File: src/hw/rtl/rmsi_pkg.sv
// shared types and constants for the running median block
// used by rmsi_cell and running_median_sorted_insert, no dependencies
`default_nettype none

package rmsi_pkg;

  localparam int DEPTH    = 1024;
  localparam int WORD_W   = 32;
  localparam int LO_CELLS = DEPTH / 2;
  localparam int HI_CELLS = DEPTH - LO_CELLS;
  localparam int CNT_W    = $clog2(DEPTH + 1);

  typedef logic signed [WORD_W-1:0] word_t;
  typedef logic [CNT_W-1:0] count_t;

  typedef enum logic [1:0] {
    OP_HOLD,
    OP_INSERT,
    OP_POPINS,
    OP_PUSH
  } cell_op_t;

  typedef struct packed {
    cell_op_t op;
    word_t    value;
  } cell_cmd_t;

  typedef struct packed {
    word_t val;
    logic  keep;
    logic  pre;
  } cell_nb_t;

  localparam cell_nb_t NB_HEAD = '{val: '0, keep: 1'b1, pre: 1'b0};
  localparam cell_nb_t NB_TAIL = '{val: '0, keep: 1'b0, pre: 1'b0};

endpackage

`default_nettype wire

File: src/hw/rtl/rmsi_cell.sv
// one cell of a sorted chain: holds one entry, compares it with the new sample
// and takes its next value from itself, a neighbor, the sample or the front
// depends on rmsi_pkg
`default_nettype none

module rmsi_cell (
  input  logic              clk,
  input  rmsi_pkg::cell_cmd_t cmd,
  input  logic              descending,
  input  logic              valid,
  input  rmsi_pkg::cell_nb_t  left,
  input  rmsi_pkg::cell_nb_t  right,
  input  rmsi_pkg::word_t     front,
  output rmsi_pkg::cell_nb_t  self
);
  import rmsi_pkg::*;

  word_t val;
  word_t val_next;
  logic  keep;
  logic  pre;

  // keep: entry stays in place on insert; pre: entry strictly ahead of sample
  assign keep = valid && (descending ? (val >= cmd.value) : (val <= cmd.value));
  assign pre  = valid && (descending ? (val >  cmd.value) : (val <  cmd.value));

  always_comb begin
    unique case (cmd.op)
      OP_HOLD:   val_next = val;
      OP_INSERT: val_next = keep ? val : (!left.keep ? left.val : cmd.value);
      OP_POPINS: val_next = right.pre ? right.val : (pre ? cmd.value : val);
      OP_PUSH:   val_next = front;
      default:   val_next = val;
    endcase
  end

  always_ff @(posedge clk) begin
    val <= val_next;
  end

  assign self = '{val: val, keep: keep, pre: pre};

endmodule

`default_nettype wire

File: config.mk
export PLATFORM = sky130hd
export DESIGN_NAME = rmsi_cell
export DESIGN_NICKNAME = d
export VERILOG_FILES = /design/src/hw/rtl/rmsi_pkg.sv /design/src/hw/rtl/rmsi_cell.sv
export SDC_FILE = /design/constraint.sdc
export NUM_CORES = 1
export LEC_CHECK = 0
export BUFFER_PORTS_ARGS = -buffer_cell sky130_fd_sc_hd__buf_2
export CORE_MARGIN = 2
export CORE_UTILIZATION = 28
export CTS_CLUSTER_SIZE = 30
export DETAILED_ROUTE_END_ITERATION = 16
export PLACE_DENSITY = 0.63
export SKIP_CTS_REPAIR_TIMING = 1
export SLEW_MARGIN = 20
export SYNTH_ARGS = -nofsm -noshare
export SYNTH_HDL_FRONTEND = slang
export SYNTH_SLANG_ARGS = --single-unit
File: constraint.sdc
create_clock -name clk -period 4.3 [get_ports clk]
set_input_delay 0.43 -clock clk [delete_from_list [all_inputs] [get_ports clk]]
set_output_delay 0.43 -clock clk [all_outputs]
set_load 0.01 [all_outputs]
After elaboration in Yosys (flattened, before gate mapping)
Index checks and enable logic that the tools add are counted.

word-level totals
  flip-flop bits (word level) = 32
  input bits = 137
  output and inout port bits = 34
  word-level logic and storage cells = 22

cells by class
  magnitude comparators = 4
  equality and inequality tests = 5
  multiplexer cells = 7
  bitwise operators = 1
  reduce and logical (&&, ||, !) cells = 4

operator list
  kind                                                                   number
  32-bit 2-to-1 mux                                                      4
  32-bit case mux with 3 select lines                                    1
  32-bit >= comparator                                                   1
  32-bit > comparator                                                    1
  32-bit less-or-equal comparator                                        1
  32-bit < comparator                                                    1
  2-bit equality test, second input constant                             2
  3-bit inequality test, second input constant                           1
  3-bit AND reduction                                                    1
  2-bit by 1-bit equality test with 1-bit output, second input constant  1
  1-bit logical AND                                                      2
  2-bit logical NOT                                                      1
  1-bit 2-to-1 mux                                                       2
  2-bit inequality test, second input constant                           1
  1-bit NOT                                                              1

Logic depth before layout (Yosys ltp)
  depth in word-level cells = 6
  gate-level depth with buffers = 10
  depth with buffers taken out = 9

Least setup slack after synthesis
Ideal clock, no wire load.

  kind = input-to-reg
  start = input port cmd[19] in the netlist's numbering
  end = register val[0] (enable)
  library setup time = 0.414 ns
  data arrival time = 2.748 ns
  required time = 3.886 ns
  path slack = 1.138 ns
  cell stages on the path = 9
  path buffers = 0
  path through = inv_1 ha_1 a21oi_1 o21ai_1 a2111oi_1 a31oi_1 o22ai_2 mux2_4 or3_1

between the ends
  longest elaborated chain between the ends = 5
  elaborated cells on any way between the ends = 11
  those cells by class = order compare: 4; eq/ne: 2; mux: 2; reduce/logical: 3

ends and longest elaborated chain
  item                                                                      RTL line                          source
  from (decl)                                                               rmsi_cell.sv:8                    input rmsi_pkg::cell_cmd_t cmd,
  32-bit < comparator, or another cell as far along                         rmsi_cell.sv:25                   assign pre = valid && (descending ? (val > cmd.value) : (val < cmd.value));
  1-bit 2-to-1 mux (on tied branches)                                       rmsi_cell.sv:25, rmsi_cell.sv:24
  1-bit logical AND (on tied branches)                                      rmsi_cell.sv:25, rmsi_cell.sv:24
  3-bit inequality test (no line) or 2-bit inequality test (tied branches)  n/a
  3-bit AND reduction (no line) (*)                                         n/a
  to (signal assigned)                                                      rmsi_cell.sv:38                   val <= val_next;
  to (decl)                                                                 rmsi_cell.sv:18                   word_t val;

Mark *: on every way between the ends. The rest lies on a longest branch, timed or not.
A chain may end at the register's enable or synchronous reset.

Worst setup path after layout
  start = register val[17]
  end = register val[3] (enable)

between the ends
  longest elaborated chain between the ends = 5
  elaborated cells on any way between the ends = 11
  those cells by class = order compare: 4; eq/ne: 2; mux: 2; reduce/logical: 3

ends and longest elaborated chain
  item                                                                      RTL line
  32-bit < comparator, or another cell as far along                         rmsi_cell.sv:25
  1-bit 2-to-1 mux (on tied branches)                                       rmsi_cell.sv:25, rmsi_cell.sv:24
  1-bit logical AND (on tied branches)                                      rmsi_cell.sv:25, rmsi_cell.sv:24
  3-bit inequality test (no line) or 2-bit inequality test (tied branches)  n/a
  3-bit AND reduction (no line) (*)                                         n/a

Marked as above.

==> metrics.txt <==
reg2reg path depth 8; Setup violations, final 0; Power Dens Cells 301 mW/mm^2; Die Span Y 111 um; Reg with most FFs val; clk_lat worst skew 0.28 ns; cell count along the critical path 8; Final nets 704; Place WS 0.428 ns; crit-path leading delay family compound AO/OA/AOI/OAI gates; number of global-route vias before repair 3,274; global-route usage over all layers ~16%; Worst Setup Path Type reg2reg; CP peak stage delay approximately 0.83 ns; worst path cell trace ha_1 -> a21oi_1 -> o21ai_1 -> a2111oi_1 -> a31oi_1 -> o22ai_2 -> mux2_4 -> or3_2; die area ~0.012 mm^2; crit path max fanout 32; Async S/R FF share, synth 0%; Critical Path Start val[17]; DRT antenna net count 0; area share of the largest cell type after synthesis between 20% and 30%; Crit. End Element flip-flop; total of max-cap violations 0; port buffer count 168; htree depth 2; first-pass GRT wire length about 16,000 um; DRT iter0 DRCs 117; RSZ-0062 raised after global routing no; Fin. Hold Viols 0; share of layout cells above drive strength 1 34.0%; Netlist cell types 32; Seq/Total Area, Yosys 30.0%; IO Pins 171; Sink Count 32; ranking of synthesized cells by area edfxtp_1, mux2i_1, ha_1; flops & latches, synth 32; via count between 3,000 and 4,000; Required @ worst endpoint 4.20 ns; gpl congestion 0.775; CTS Buffer Depth 2; largest registers val (32); final WL just under 10,000 um; Buf/Inv on CP 0; Syn Inst Count 381; Post-DP HPWL approximately 7500 um; CTS tree yes; top sig layer met5; drt pass-1 iters 4; metal1 wirelength 4140 um; worst hold path type in2reg; maximum vdd drop ~0.00013 V; largest net degree at the start of global routing 65; TNS Setup 0 ns; LEAKAGE 2.24 nW; Syn Area/Cell 8.42 um^2; clock root cell clkbuf_16; met2 WL post-DR 4840 um; final core utilization approximately two fifths; dominant cell type by area after synthesis edfxtp_1; core area 0.0113 mm^2; R2R Path Start val[17]; startpoint class of the critical path flip-flop; WL met3 591 um; Primary FF master, synth edfxtp_1; Site Rows 39; outcome finished clean; fin crit share about 85%; relative slew slack about a quarter; number of synthesized flops with an enable pin 32; Worst-Margin Slew 1.11 ns; number of flip-flops in the largest register 32; CTS Buf Count 5; post-DR vias/cell about 4.7; residual DRC count 0; Data arrival, critical path 3.54 ns; DR WL/cell 14.3 um; Slew Limit Fails 0; Die Width 111 um; Fmax achieved 274 MHz; clk slew on worst S/H paths ~0.06 ns; Synth Cell Area 0.00321 mm^2; clk_skew around 0.0045 ns; hold wc startpoint left[13]; initial core utilization around 28%; Layout area overhead 34.6%; initial antenna violation count 1; gr ovfl total 0; syn_nets 550; # diodes 0; Slowest-stage cell, CP or3_2; Final min period around 3.6 ns; Hold Path Depth 3; Yosys warning total 0; setup ws final 0.656 ns
Yosys cell counts, types with 3 or more instances:
master	n
o21ai_1	3
nand4_1	8
inv_1	35
nor3_1	3
nor2_1	4
edfxtp_1	32
a21oi_1	15
o21a_1	3
ha_1	32
clkbuf_1	13
nand2_1	72
buf_1	9
o21ai_0	65
mux2i_1	65
through the flow:
stage | instance area [um^2] | hold slack [ns] | cells | total power (W)
5_1_grt | 4320 | 0.526 | 679 | 0.00139
2_1_floorplan | 3210 | 0.695 | 381 | 0.000715
6_report | 4320 | 0.512 | 679 | 0.00130
4_1_cts | 4320 | 0.511 | 679 | 0.00132
3_3_place_gp | 4150 | 0.785 | 671 | 0.000894
3_5_place_dp | 4150 | 0.801 | 671 | 0.000907
layout by cell type (no fill, tap or decap), types with 2 or more instances in the layout:
| cell | n |
|---|---|
| edfxtp_1 | 32 |
| o21ai_1 | 3 |
| a21oi_1 | 15 |
| nor3_1 | 3 |
| nand2_1 | 72 |
| o211ai_1 | 2 |
| ha_1 | 32 |
| nor2_1 | 4 |
| nor2b_1 | 2 |
| clkbuf_16 | 5 |
| clkinv_1 | 2 |
| buf_2 | 168 |
| o21a_1 | 3 |
| nand4_1 | 8 |
| inv_1 | 35 |
| o21ai_0 | 65 |
| mux2i_1 | 65 |
| nor3b_1 | 2 |
| buf_4 | 3 |
power breakdown:
part | internal [W] | leakage (nW) | total, W | switching, W
clock | 0.000269 | 0.0789 | 0.000405 | 0.000135
sequential | 0.000414 | 0.330 | 0.000442 | 0.0000273
combinational | 0.000200 | 1.83 | 0.000451 | 0.000251
total | 0.000884 | 2.24 | 0.00130 | 0.000413
worst min-delay path: stages:
cell and delay [ns]:
buf_2 0.07, mux2i_1 0.05, o21ai_0 0.13
routing by layer:
metal | vias up | GRT usage [%]
met1 | 1444 | 17.9
li1 | 1662 | -
met2 | 100 | 29.3
met4 | 2 | 3.29
met3 | 10 | 3.88
met5 | - | 0
kinds of logic after synthesis:
| logic type | Yosys count | share of synthesized area, % |
|---|---|---|
| simple gates | 96 | 13.3 |
| flops | 32 | 30.0 |
| xor+xnor | 1 | 0.273 |
| fa+ha+maj | 32 | 12.5 |
| buf+inv | 59 | 7.14 |
| mux | 66 | 20.8 |
| compound gates | 95 | 16.1 |
final timing paths:
path              to  slack, ns
max           val[3]       0.66
min          val[11]       0.51
max reg2reg   val[3]       0.66
min reg2reg  val[28]       1.80
layout make-up:
type | count | area [um^2]
inverters | 35 | 131
multi-input cells | 290 | 2020
clock buffers | 5 | 125
flip-flops and latches | 32 | 961
fillers | 1200 | 7010
repair buffers | 171 | 863
clock inverters | 3 | 37.5
well taps | 143 | 179
(Power assumes the default switching activity.)
